### src/hdl/ddd_pkg.sv
// Shared types, constants and calendar functions for the date day-distance core.
// Used by ddd_ctrl, ddd_datapath and date_day_distance_core.
`timescale 1ns / 1ps
`default_nettype none

package ddd_pkg;

   // Field widths
   localparam int DayW   = 5;
   localparam int MonthW = 4;
   localparam int YearW  = 14;
   localparam int DistW  = 22;
   localparam int AccW   = 23;            // accumulator, holds 16383 years of 366 days
   localparam int ResW   = 9;             // year mod 400
   localparam int DoyW   = 9;             // day of year, 0..366
   localparam int CntW   = YearW + 1;     // running year, can pass the top year by one
   localparam int QuotW  = 6;             // year / 400 for a 14-bit year
   localparam int ProdW  = 2 * YearW;

   // year / 400 == (year * RecipMul) >> RecipShift, exact for year < 43690
   localparam logic [YearW-1:0] RecipMul   = 14'd10486;
   localparam int               RecipShift = 22;

   localparam logic [ResW-1:0] CycleLen  = 9'd400;
   localparam logic [ResW-1:0] CycleLast = 9'd399;
   localparam logic [ResW-1:0] Century1  = 9'd100;
   localparam logic [ResW-1:0] Century2  = 9'd200;
   localparam logic [ResW-1:0] Century3  = 9'd300;

   localparam logic [DoyW-1:0] CommonYearLen = 9'd365;
   localparam logic [AccW-1:0] DistMax       = 23'h3FFFFF;

   // Month codes that the logic tests by name
   localparam logic [MonthW-1:0] MonthNone = 4'd0;
   localparam logic [MonthW-1:0] MonthFeb  = 4'd2;
   localparam logic [MonthW-1:0] MonthDec  = 4'd12;

   typedef enum logic [5:0] {
      ST_IDLE = 6'b000001,
      ST_MUL  = 6'b000010,
      ST_RES  = 6'b000100,
      ST_DOY  = 6'b001000,
      ST_LOOP = 6'b010000,
      ST_DONE = 6'b100000
   } state_type;

   // Controller to datapath
   typedef struct packed {
      logic load;       // capture and order the request
      logic mul;        // reciprocal multiply for year / 400
      logic res;        // form year mod 400
      logic doy;        // day of year and first partial distance
      logic step;       // add one whole year
      logic out_load;   // move the distance to the result register
   } cmd_type;

   // Datapath to controller
   typedef struct packed {
      logic loop_done;  // no whole years left to add
   } status_type;

   // Leap test on year mod 400
   function automatic logic is_leap(input logic [ResW-1:0] r);
      logic cent;
      cent = (r == Century1) || (r == Century2) || (r == Century3);
      return (r[1:0] == 2'b00) && !cent;
   endfunction

   // Days in month; zero for a code that is no month
   function automatic logic [DayW-1:0] month_len(input logic [MonthW-1:0] m,
                                                 input logic leap);
      logic [DayW-1:0] v;
      case (m) inside
         4'd1, 4'd3, 4'd5, 4'd7, 4'd8, 4'd10, 4'd12: v = 5'd31;
         4'd4, 4'd6, 4'd9, 4'd11:                   v = 5'd30;
         MonthFeb:                                   v = leap ? 5'd29 : 5'd28;
         default:                                    v = 5'd0;
      endcase
      return v;
   endfunction

   // Days before the first of the month in a common year
   function automatic logic [DoyW-1:0] month_start(input logic [MonthW-1:0] m);
      logic [DoyW-1:0] v;
      case (m)
         4'd1:    v = 9'd0;
         4'd2:    v = 9'd31;
         4'd3:    v = 9'd59;
         4'd4:    v = 9'd90;
         4'd5:    v = 9'd120;
         4'd6:    v = 9'd151;
         4'd7:    v = 9'd181;
         4'd8:    v = 9'd212;
         4'd9:    v = 9'd243;
         4'd10:   v = 9'd273;
         4'd11:   v = 9'd304;
         4'd12:   v = 9'd334;
         default: v = 9'd0;
      endcase
      return v;
   endfunction

   // Day of the year; zero for a bad month or a day past the month end
   function automatic logic [DoyW-1:0] day_of_year(input logic [DayW-1:0]   d,
                                                   input logic [MonthW-1:0] m,
                                                   input logic              leap);
      logic [DoyW-1:0] v;
      if ((m == MonthNone) || (m > MonthDec)) begin
         v = '0;
      end else if (d > month_len(m, leap)) begin
         v = '0;
      end else begin
         v = month_start(m) + DoyW'(leap && (m > MonthFeb)) + DoyW'(d);
      end
      return v;
   endfunction

endpackage

`default_nettype wire

### src/hdl/ddd_ctrl.sv
// Sequencer for the date day-distance core: one-hot state machine and result valid.
// Depends on ddd_pkg; drives ddd_datapath through cmd_type, reads status_type.
`timescale 1ns / 1ps
`default_nettype none

module ddd_ctrl
   import ddd_pkg::*;
(
   input  wire logic       clock,
   input  wire logic       reset,
   input  wire logic       req_valid,
   output logic            req_ready,
   output logic            rsp_valid,
   input  wire logic       rsp_ready,
   output cmd_type         cmd,
   input  wire status_type status
);

   state_type state_ff, state_in;
   logic      rsp_valid_ff, rsp_valid_in;
   logic      out_free;

   // Result register can take a new value
   assign out_free  = !rsp_valid_ff || rsp_ready;
   assign req_ready = (state_ff == ST_IDLE);
   assign rsp_valid = rsp_valid_ff;

   // Next state and commands
   always_comb begin
      state_in = state_ff;
      cmd      = '0;
      unique case (state_ff)
         ST_IDLE: begin
            if (req_valid) begin
               cmd.load = 1'b1;
               state_in = ST_MUL;
            end
         end
         ST_MUL: begin
            cmd.mul  = 1'b1;
            state_in = ST_RES;
         end
         ST_RES: begin
            cmd.res  = 1'b1;
            state_in = ST_DOY;
         end
         ST_DOY: begin
            cmd.doy  = 1'b1;
            state_in = ST_LOOP;
         end
         ST_LOOP: begin
            if (status.loop_done) begin
               state_in = ST_DONE;
            end else begin
               cmd.step = 1'b1;
            end
         end
         ST_DONE: begin
            if (out_free) begin
               cmd.out_load = 1'b1;
               state_in     = ST_IDLE;
            end
         end
         default: state_in = ST_IDLE;
      endcase
   end

   // Result valid: set on load, cleared when taken
   always_comb begin
      if (cmd.out_load) begin
         rsp_valid_in = 1'b1;
      end else begin
         rsp_valid_in = rsp_valid_ff && !rsp_ready;
      end
   end

   always_ff @(posedge clock) begin
      if (reset) begin
         state_ff     <= ST_IDLE;
         rsp_valid_ff <= 1'b0;
      end else begin
         state_ff     <= state_in;
         rsp_valid_ff <= rsp_valid_in;
      end
   end

endmodule

`default_nettype wire

### src/hdl/ddd_datapath.sv
// Datapath for the date day-distance core: date ordering, year mod 400,
// day of year, year-by-year accumulation and the result register. Depends on ddd_pkg.
`timescale 1ns / 1ps
`default_nettype none

module ddd_datapath
   import ddd_pkg::*;
(
   input  wire logic              clock,
   input  wire cmd_type           cmd,
   output status_type             status,
   input  wire logic [DayW-1:0]   req_first_day,
   input  wire logic [MonthW-1:0] req_first_month,
   input  wire logic [YearW-1:0]  req_first_year,
   input  wire logic [DayW-1:0]   req_second_day,
   input  wire logic [MonthW-1:0] req_second_month,
   input  wire logic [YearW-1:0]  req_second_year,
   output logic [DistW-1:0]       rsp_day_distance
);

   // Ordered dates
   logic [DayW-1:0]   d1_ff, d2_ff;
   logic [MonthW-1:0] m1_ff, m2_ff;
   logic [YearW-1:0]  y1_ff, y2_ff;
   // year / 400 and year mod 400
   logic [QuotW-1:0]  q1_ff, q2_ff;
   logic [ResW-1:0]   r1_ff, r2_ff;
   // Year walk
   logic [CntW-1:0]   year_ff;
   logic [ResW-1:0]   res_ff;
   logic [AccW-1:0]   dist_ff;
   logic [DistW-1:0]  out_ff;

   logic              swap;
   logic [ProdW-1:0]  prod1, prod2;
   logic [YearW-1:0]  rem1, rem2;
   logic              leap1, leap2;
   logic [DoyW-1:0]   o1, o2;
   logic [AccW-1:0]   dist_init;
   logic [ResW-1:0]   res_next;
   logic [ResW-1:0]   res_start;

   // First date later than second: swap (lexicographic year, month, day)
   assign swap = {req_first_year, req_first_month, req_first_day} >
                 {req_second_year, req_second_month, req_second_day};

   // Reciprocal multiply for the quotient by 400
   assign prod1 = y1_ff * RecipMul;
   assign prod2 = y2_ff * RecipMul;

   // Remainder after removing whole 400-year cycles
   assign rem1 = y1_ff - YearW'(q1_ff) * YearW'(CycleLen);
   assign rem2 = y2_ff - YearW'(q2_ff) * YearW'(CycleLen);

   assign leap1 = is_leap(r1_ff);
   assign leap2 = is_leap(r2_ff);
   assign o1    = day_of_year(d1_ff, m1_ff, leap1);
   assign o2    = day_of_year(d2_ff, m2_ff, leap2);

   // Partial distance: same year, or rest of first year plus start of last
   always_comb begin
      if (y1_ff == y2_ff) begin
         dist_init = (o2 >= o1) ? AccW'(o2 - o1) : AccW'(o1 - o2);
      end else begin
         dist_init = AccW'(CommonYearLen) + AccW'(leap1) - AccW'(o1) + AccW'(o2);
      end
   end

   assign res_start = (r1_ff == CycleLast) ? '0 : r1_ff + 1'b1;
   assign res_next  = (res_ff == CycleLast) ? '0 : res_ff + 1'b1;

   assign status.loop_done = (year_ff >= CntW'(y2_ff));

   // Request capture in order
   always_ff @(posedge clock) begin
      if (cmd.load) begin
         if (swap) begin
            d1_ff <= req_second_day;
            m1_ff <= req_second_month;
            y1_ff <= req_second_year;
            d2_ff <= req_first_day;
            m2_ff <= req_first_month;
            y2_ff <= req_first_year;
         end else begin
            d1_ff <= req_first_day;
            m1_ff <= req_first_month;
            y1_ff <= req_first_year;
            d2_ff <= req_second_day;
            m2_ff <= req_second_month;
            y2_ff <= req_second_year;
         end
      end
   end

   // Quotient and remainder registers
   always_ff @(posedge clock) begin
      if (cmd.mul) begin
         q1_ff <= prod1[RecipShift +: QuotW];
         q2_ff <= prod2[RecipShift +: QuotW];
      end
      if (cmd.res) begin
         r1_ff <= rem1[ResW-1:0];
         r2_ff <= rem2[ResW-1:0];
      end
   end

   // Accumulation over the whole years in between
   always_ff @(posedge clock) begin
      if (cmd.doy) begin
         dist_ff <= dist_init;
         year_ff <= CntW'(y1_ff) + 1'b1;
         res_ff  <= res_start;
      end else if (cmd.step) begin
         dist_ff <= dist_ff + AccW'(CommonYearLen) + AccW'(is_leap(res_ff));
         year_ff <= year_ff + 1'b1;
         res_ff  <= res_next;
      end
   end

   // Result register with saturation
   always_ff @(posedge clock) begin
      if (cmd.out_load) begin
         out_ff <= (dist_ff > DistMax) ? DistMax[DistW-1:0] : dist_ff[DistW-1:0];
      end
   end

   assign rsp_day_distance = out_ff;

endmodule

`default_nettype wire

### src/hdl/date_day_distance_core.sv
// Absolute day distance between two Gregorian dates.
// A request is ordered and split into year / 400 and year mod 400, then gives the days of
// year and a partial distance; the loop adds the whole years in between, one per step, and
// a new request is taken only back in idle. A result still waiting holds the next one in
// the sequencer, so the input stalls once that next request has been taken.
// Reset (synchronous, active high) returns the sequencer to idle and drops rsp_valid.
`timescale 1ns / 1ps
`default_nettype none

module date_day_distance_core
   import ddd_pkg::*;
(
   input  wire logic              clock,
   input  wire logic              reset,
   input  wire logic              req_valid,
   output logic                   req_ready,
   input  wire logic [DayW-1:0]   req_first_day,
   input  wire logic [MonthW-1:0] req_first_month,
   input  wire logic [YearW-1:0]  req_first_year,
   input  wire logic [DayW-1:0]   req_second_day,
   input  wire logic [MonthW-1:0] req_second_month,
   input  wire logic [YearW-1:0]  req_second_year,
   output logic                   rsp_valid,
   input  wire logic              rsp_ready,
   output logic [DistW-1:0]       rsp_day_distance
);

   cmd_type    cmd;
   status_type status;

   // Sequencer
   ddd_ctrl u_ctrl (
      .clock     (clock),
      .reset     (reset),
      .req_valid (req_valid),
      .req_ready (req_ready),
      .rsp_valid (rsp_valid),
      .rsp_ready (rsp_ready),
      .cmd       (cmd),
      .status    (status)
   );

   // Arithmetic and storage
   ddd_datapath u_datapath (
      .clock            (clock),
      .cmd              (cmd),
      .status           (status),
      .req_first_day    (req_first_day),
      .req_first_month  (req_first_month),
      .req_first_year   (req_first_year),
      .req_second_day   (req_second_day),
      .req_second_month (req_second_month),
      .req_second_year  (req_second_year),
      .rsp_day_distance (rsp_day_distance)
   );

endmodule

`default_nettype wire

### config.mk
export PLATFORM = sky130hd
export DESIGN_NAME = date_day_distance_core
export DESIGN_NICKNAME = d
export VERILOG_FILES = /design/src/hdl/ddd_pkg.sv /design/src/hdl/ddd_ctrl.sv /design/src/hdl/ddd_datapath.sv /design/src/hdl/date_day_distance_core.sv
export SDC_FILE = /design/constraint.sdc
export NUM_CORES = 1
export LEC_CHECK = 0
export BUFFER_PORTS_ARGS = -buffer_cell sky130_fd_sc_hd__buf_2
export CAP_MARGIN = 20
export CORE_ASPECT_RATIO = 0.75
export CORE_UTILIZATION = 55
export DETAILED_ROUTE_END_ITERATION = 16
export PLACE_DENSITY = 0.84
export SLEW_MARGIN = 20
export SYNTH_ARGS = -nofsm -noshare
export SYNTH_HDL_FRONTEND = slang
export SYNTH_SLANG_ARGS = --single-unit
### constraint.sdc
create_clock -name clock -period 5.36 [get_ports clock]
set_input_delay 0.536 -clock clock [delete_from_list [all_inputs] [get_ports clock]]
set_output_delay 0.536 -clock clock [all_outputs]
set_load 0.005 [all_outputs]
* Word level (Yosys, flattened, before mapping) *
Memory sizes are Yosys's and may differ from the RTL's. A register that Yosys moved wholly into a read port is not among the register bits.
Index checks and enable logic that the tools add are counted.

word-level totals
  register bits = 152
  bits in latches = 0
  memory bits (writable) = 0
  ROM bits = 288
  input port bits = 50
  memories = 2

memories
  memory           words  bits a word  rd ports  clocked after Yosys merged registers in  wr ports  RTL line       RTL
  (no name shown)  16     9            1         1                                        0         ddd_pkg.sv:85  case (m)
  (no name shown)  16     9            1         1                                        0         ddd_pkg.sv:85

operators by class
  add/subtract/negate cells = 17
  $mul = 4
  divide/modulo/power cells = 0
  magnitude comparators = 10
  eq/ne operators = 45
  shifts and indexed selects = 0
  mux-type cells = 50
  bitwise logic cells = 0
  reduce and logical (&&, ||, !) cells = 31

operators by type and width
  operator                number
  $mux 9                  12
  $mux 23                 4
  $mul 14x13->27 const B  2
  $mux 5                  10
  $eq 9x9->1 const B      5
  $eq 4x4->1 const B      10
  $pmux 6 s6              1
  $eq 4x3->1 const B      8
  $mux 15                 2
  $mux 14                 2
  $eq 9x7->1 const B      3
  $eq 9x8->1 const B      3
  $add 23x1->23           1
  $add 23x9->23           1
  $add 23x9->23 const B   1
  $gt 23x22->1 const B    1
  $gt 23x23->1            1
  $sub 23x9->23           1
  $sub 9x9->10            2
  $add 9x1->9             2
  $add 9x1->9 const B     2
  $add 9x5->9             2
  $mux 6                  3
  $sub 9x9->9             2
  other kinds (31)        76

* Longest topological paths before layout *
  word-level depth = 21
  depth in mapped cells = 32
  depth with buffers taken out = 32

* Cells and area by module *
From an unflattened synthesis, not the netlist that was laid out.

unflattened totals
  cells, all modules = 1791
  area, all modules = 18108.6 µm²

modules (own cells, without submodules)
  module        times used  cells an instance  area each (µm²)  sequential area each (µm²)
  ddd_datapath  1           1748               17727.0          4654.5
  ddd_ctrl      1           43                 381.6            140.1

* Worst setup path before layout *
Ideal clock, no wire load.

  kind = register to register
  from = register u_datapath.r1_ff[6]
  to = register u_datapath.dist_ff[5] (data pin)
  setup time = 0.254 ns
  arrival time = 5.043 ns
  required time = 5.106 ns
  setup slack = 0.063 ns
  stages on the path, launching flop included = 28
  buffers on the path = 2
  path through = edfxtp_1 clkbuf_1 nor2_1 a21oi_1 nor3_1 a21oi_1 o21ai_1 or2_2 fa_1 fa_1 nor2b_1 o21ai_0 nand2b_1 and2_1 o21ai_0 xor2_1 nand2b_1 ha_1 nor2b_1 o21ai_1 nand2_1 a211o_1 buf_6 mux2_4 a311oi_2 a2bb2oi_1 xnor2_1 a21o_1

on the way
  word-level cells in the longest chain between the ends = 17
  elaborated cells on any way between the ends = 27
  those cells by class = add/sub: 7; order compare: 2; eq/ne: 3; mux: 10; reduce/logical: 5

ends and longest elaborated chain
  item                                                                    RTL line             RTL
  start, declared                                                         ddd_datapath.sv:27   logic [ResW-1:0] r1_ff, r2_ff;
  start signal, assigned                                                  ddd_datapath.sv:102  r1_ff <= rem1[ResW-1:0];
  $eq 9x7->1 or $eq 9x8->1 (tied branches)                                ddd_pkg.sv:65        cent = (r == Century1) || (r == Century2) || (r == Century3);
  $logic_or 1x1->1                                                        ddd_pkg.sv:65
  $logic_or 1x1->1 (*)                                                    ddd_pkg.sv:65
  $logic_not 1->1 (*)                                                     ddd_pkg.sv:66        return (r[1:0] == 2'b00) && !cent;
  $logic_and 1x1->1 (*)                                                   ddd_pkg.sv:66
  parallel branches: the longest is 10 deep, another holds $sub 23x9->23  --
  $mux 23 (*)                                                             ddd_datapath.sv:62   if (y1_ff == y2_ff) begin
  $mux 23 (*)                                                             ddd_datapath.sv:109  if (cmd.doy) begin
  end signal, assigned                                                    ddd_datapath.sv:110  dist_ff <= dist_init;
  end signal, assigned                                                    ddd_datapath.sv:114  dist_ff <= dist_ff + AccW'(CommonYearLen) + AccW'(is_leap(res_ff));
  end, declared                                                           ddd_datapath.sv:31   logic [AccW-1:0] dist_ff;

Every way passes the cells marked *. The select of a mux whose other input is x is not followed.
A chain may end at the register's enable or synchronous reset.

* Worst setup path in the final report *
  from = register u_datapath.r2_ff[2]
  to = register u_datapath.dist_ff[2] (data pin)

on the way
  word-level cells in the longest chain between the ends = 17
  elaborated cells on any way between the ends = 25
  those cells by class = add/sub: 5; order compare: 2; eq/ne: 3; mux: 10; reduce/logical: 5

ends and longest elaborated chain
  item                                                                   RTL line             RTL
  start, declared                                                        ddd_datapath.sv:27
  start signal, assigned                                                 ddd_datapath.sv:103  r2_ff <= rem2[ResW-1:0];
  $eq 9x7->1 or $eq 9x8->1 (tied branches)                               ddd_pkg.sv:65
  $logic_or 1x1->1                                                       ddd_pkg.sv:65
  $logic_or 1x1->1 (*)                                                   ddd_pkg.sv:65
  $logic_not 1->1 (*)                                                    ddd_pkg.sv:66
  $logic_and 1x1->1 (*)                                                  ddd_pkg.sv:66
  parallel branches: the longest is 6 deep, another holds $add 9x1->9    --
  $mux 9 (*)                                                             ddd_pkg.sv:110       end else if (d > month_len(m, leap)) begin
  $mux 9 (*)                                                             ddd_pkg.sv:108       if ((m == MonthNone) || (m > MonthDec)) begin
  parallel branches: the longest is 2 deep, another holds $add 23x9->23  --
  $mux 23 (*)                                                            ddd_datapath.sv:62
  $mux 23 (*)                                                            ddd_datapath.sv:109

Marked as above.

==> impl_metrics.yaml <==
critical_path:
  required_ns: 5.52
  cpMostUsedCell: "fa_2"
  end_kind: "flop"
  worst-path-max-fanout: 8
  crit_arrival_ns: 5.53
  r2r.worst_path.cells: 30
  slowest_delay_ns: 0.41
  startpoint_type: "flop"
  cpMaxStageDelayCell: "fa_2"
  crit_type: "reg2reg"
global_route:
  grtUsageTotal: 0.2626
  grt_pass1_wl_um: 69250
  antenna_found_initial: 0
  grt_max_degree: 48
  first_global_vias: 13722
  grt_remaining_overflow: 0
timing:
  skew_ns: 0.01750
  worst_pin_slew_ns: 1.026
  setup_ws_ns: -0.005731
  rsz0062_at_grt: "true"
  min_period_ns: 5.366
  report.final.setup_viol: 1
  fin_crit_sh: 1.001
  hold_viol_final: 0
  fmax_mhz: 186.4
  relSlewSlack: 0.3100
  report.final.slew_viol_count: 0
cells_and_area:
  final_common_cell: "inv_1"
  layoutNonFillerInstCount: 2433
  area_growth_syn_to_layout_pct: 15.41
  multi_input_area_um2: 12290
  num-fill-cells: 2311
  antenna_cells: 0
  mostFrequentLayoutCells: "inv_1, ha_1, edfxtp_1"
  seq_area_um2: 4795
  fin_nets: 2472
  drive_gt1_frac: 0.1949
synthesis:
  synth_top_area_cell: "edfxtp_1"
  post_synth_num_cell_types: 79
  syn-instance-count: 1793
  avgSynthCellArea_um2: 10.05
  synth-compound-area-share: 0.1012
  muxShareOfSynthArea: 0.03027
  synth_top_family_by_area: "adder cells"
  synth-adder-area-share: 0.3644
  syn-cell-area_um2: 18020
  synth-simple-area-share: 0.1020
  ys_seq_elements: 168
  yosys-top-cells-area: "edfxtp_1, ha_1, fa_1, inv_1, xnor2_1"
  synth-edff-count: 143
  synth-warning-count: 0
  synth_xor_area_frac: 0.05879
  synth_top_cell_area_share: 0.2382
  async_reset_ff_frac: 0
  ys_seq_area_frac: 0.2660
  syn-num-nets: 2287
  ys.flop_type: "edfxtp_1"
detailed_routing:
  drt_iter0_drc: 1217
  route.met3.wl_um: 3786
  wl_met2_um: 20750
  drc: 2
  avgRoutedWirePerCell_um: 18.50
  dr.pass1.iters: 11
  top_layer_used: "met4"
  postRouteAntennaNets: 0
  routed_wl_um: 45000
  vias_per_cell: 5.647
  wl_met1_um: 18840
  dr_total_vias: 13738
pwr:
  pwr_density_cell_nw_per_um2: 519.1
  finalPower_uw: 10800
  ir_worst_vdd_v: 0.0002920
  cellLeakagePower_uw: 0.009810
floorplan:
  die_h_um: 158.8
  initial_core_util: 0.5579
  die_area_um2: 33510
  die_w_um: 211.0
  rows: 57
  coreArea_um2: 32310
  num_io_pins: 74
clocking:
  clock_sinks: 168
  numCtsBuffers: 17
  htreeDepth: 4
  cts_tree: "done"
  clockBufferDepth: 2
  root_buffer: "clkbuf_16"
  clkLatencyLatePin_ns: 0.45
  clkTransAtPathRegs_ns: 0.08
placement:
  place.gp.congestion: 0.9258
  portBuffers: 73
  hpwl_um: 33370
  placed_cells: 2355
flow_run:
  max_cap_viol_count: 0
worst_hold_path:
  holdPathStages: 2
  hold_class: "in2reg"
status:
  violations: "design-rule violations, negative setup slack"
  outcome: "complete, but fails checks"
[through the flow]
step / util / TNS (ns) / hold WS, ns / setup slack (ns) / area, um2
floorplan: - / 0 / 0.4891 / 0.06340 / 18020
detailed placement: 0.5997 / -5.841 / 0.5522 / -0.6030 / 19370
global placement: 0.5997 / -0.4515 / 0.5366 / -0.07396 / 19370
global route: 0.6439 / -4.887 / 0.3467 / -0.3246 / 20800
CTS: 0.6219 / 0 / 0.3262 / 0.008811 / 20090
finish: 0.6439 / -0.005731 / 0.3491 / -0.005731 / 20800
[power by group]
part | total, uW | internal [uW] | switching, uW
Combinational | 7880 | 3660 | 4220
Clock | 1250 | 661 | 591
Sequential | 1670 | 1560 | 109
Total | 10800 | 5880 | 4920
[area by class of cell]
| class | instances | area share |
|---|---|---|
| clock inverter | 14 | 0.007518 |
| inverter | 337 | 0.06111 |
| sequential | 168 | 0.2305 |
| clock buffer | 18 | 0.02063 |
| multi-input combinational | 1262 | 0.5909 |
| tap | 442 | 0.02658 |
| timing repair buffer | 192 | 0.06279 |
[worst max-delay path: cells and delay by family (launching register included)]
| kind | cells | cell delay (ns) |
|---|---|---|
| compound gates | 8 | 1.38 |
| fa+ha+maj | 4 | 1.25 |
| simple gates | 11 | 1.16 |
| buf+inv | 5 | 0.48 |
| flops | 1 | 0.39 |
| mux | 1 | 0.26 |
| xor+xnor | 1 | 0.17 |
[per-layer routing]
metal / vias to the layer above / global-route usage
met5: - / 0
met4: 0 / 0.08597
met3: 138 / 0.05024
met2: 606 / 0.4121
met1: 6569 / 0.3648
li1: 6425 / -
[cell families after synthesis]
family | count (synthesis)
AND/OR/NAND/NOR | 364
AO/OA/AOI/OAI | 284
flip-flops | 168
adder cells (fa/ha/maj) | 444
buffers and inverters | 363
XOR/XNOR | 121
multiplexers | 49
[final timing paths]
| kind | startpoint | to | slack (ns) |
|---|---|---|---|
| setup / recovery | u_datapath.r2_ff[2] | u_datapath.dist_ff[2] | -0.006 |
| hold reg to reg | u_datapath.dist_ff[0] | u_datapath.rsp_day_distance[0] | 0.56 |
| setup reg to reg | u_datapath.r2_ff[2] | u_datapath.dist_ff[2] | -0.006 |
| hold / removal | reset | u_ctrl.state_ff[5] | 0.35 |
[cells in the mapped netlist (3+ instances only)]
master / n
inv_1: 335
ha_1: 309
edfxtp_1: 143
fa_1: 135
nand2_1: 115
a21oi_1: 79
nor2_1: 74
o21ai_0: 73
xnor2_1: 70
xor2_1: 51
nand3_1: 29
or2_2: 27
dfxtp_1: 25
a21o_1: 23
mux2_2: 22
nand2b_1: 22
mux2i_1: 21
nor2b_1: 18
clkbuf_1: 16
a31oi_1: 13
nand4_1: 13
o21a_1: 13
a211oi_1: 12
nor3_1: 12
o22ai_1: 10
o31ai_1: 10
and3_1: 9
nor4_1: 9
and2_1: 8
o211ai_1: 7
buf_2: 6
o21bai_1: 6
o21ai_1: 5
mux2_4: 4
nor3b_1: 4
a31o_2: 3
a32o_1: 3
buf_6: 3
o2111ai_1: 3
or4_1: 3
[timing repair]
item / CTS / global route
setup endpoints to repair: 21 / 25
pin swaps: 9 / 63
hold buffers: 0 / 0
buffers inserted: 6 / 42
gates resized for setup: 21 / 95
Note: power is estimated with default switching activity, not from simulation.
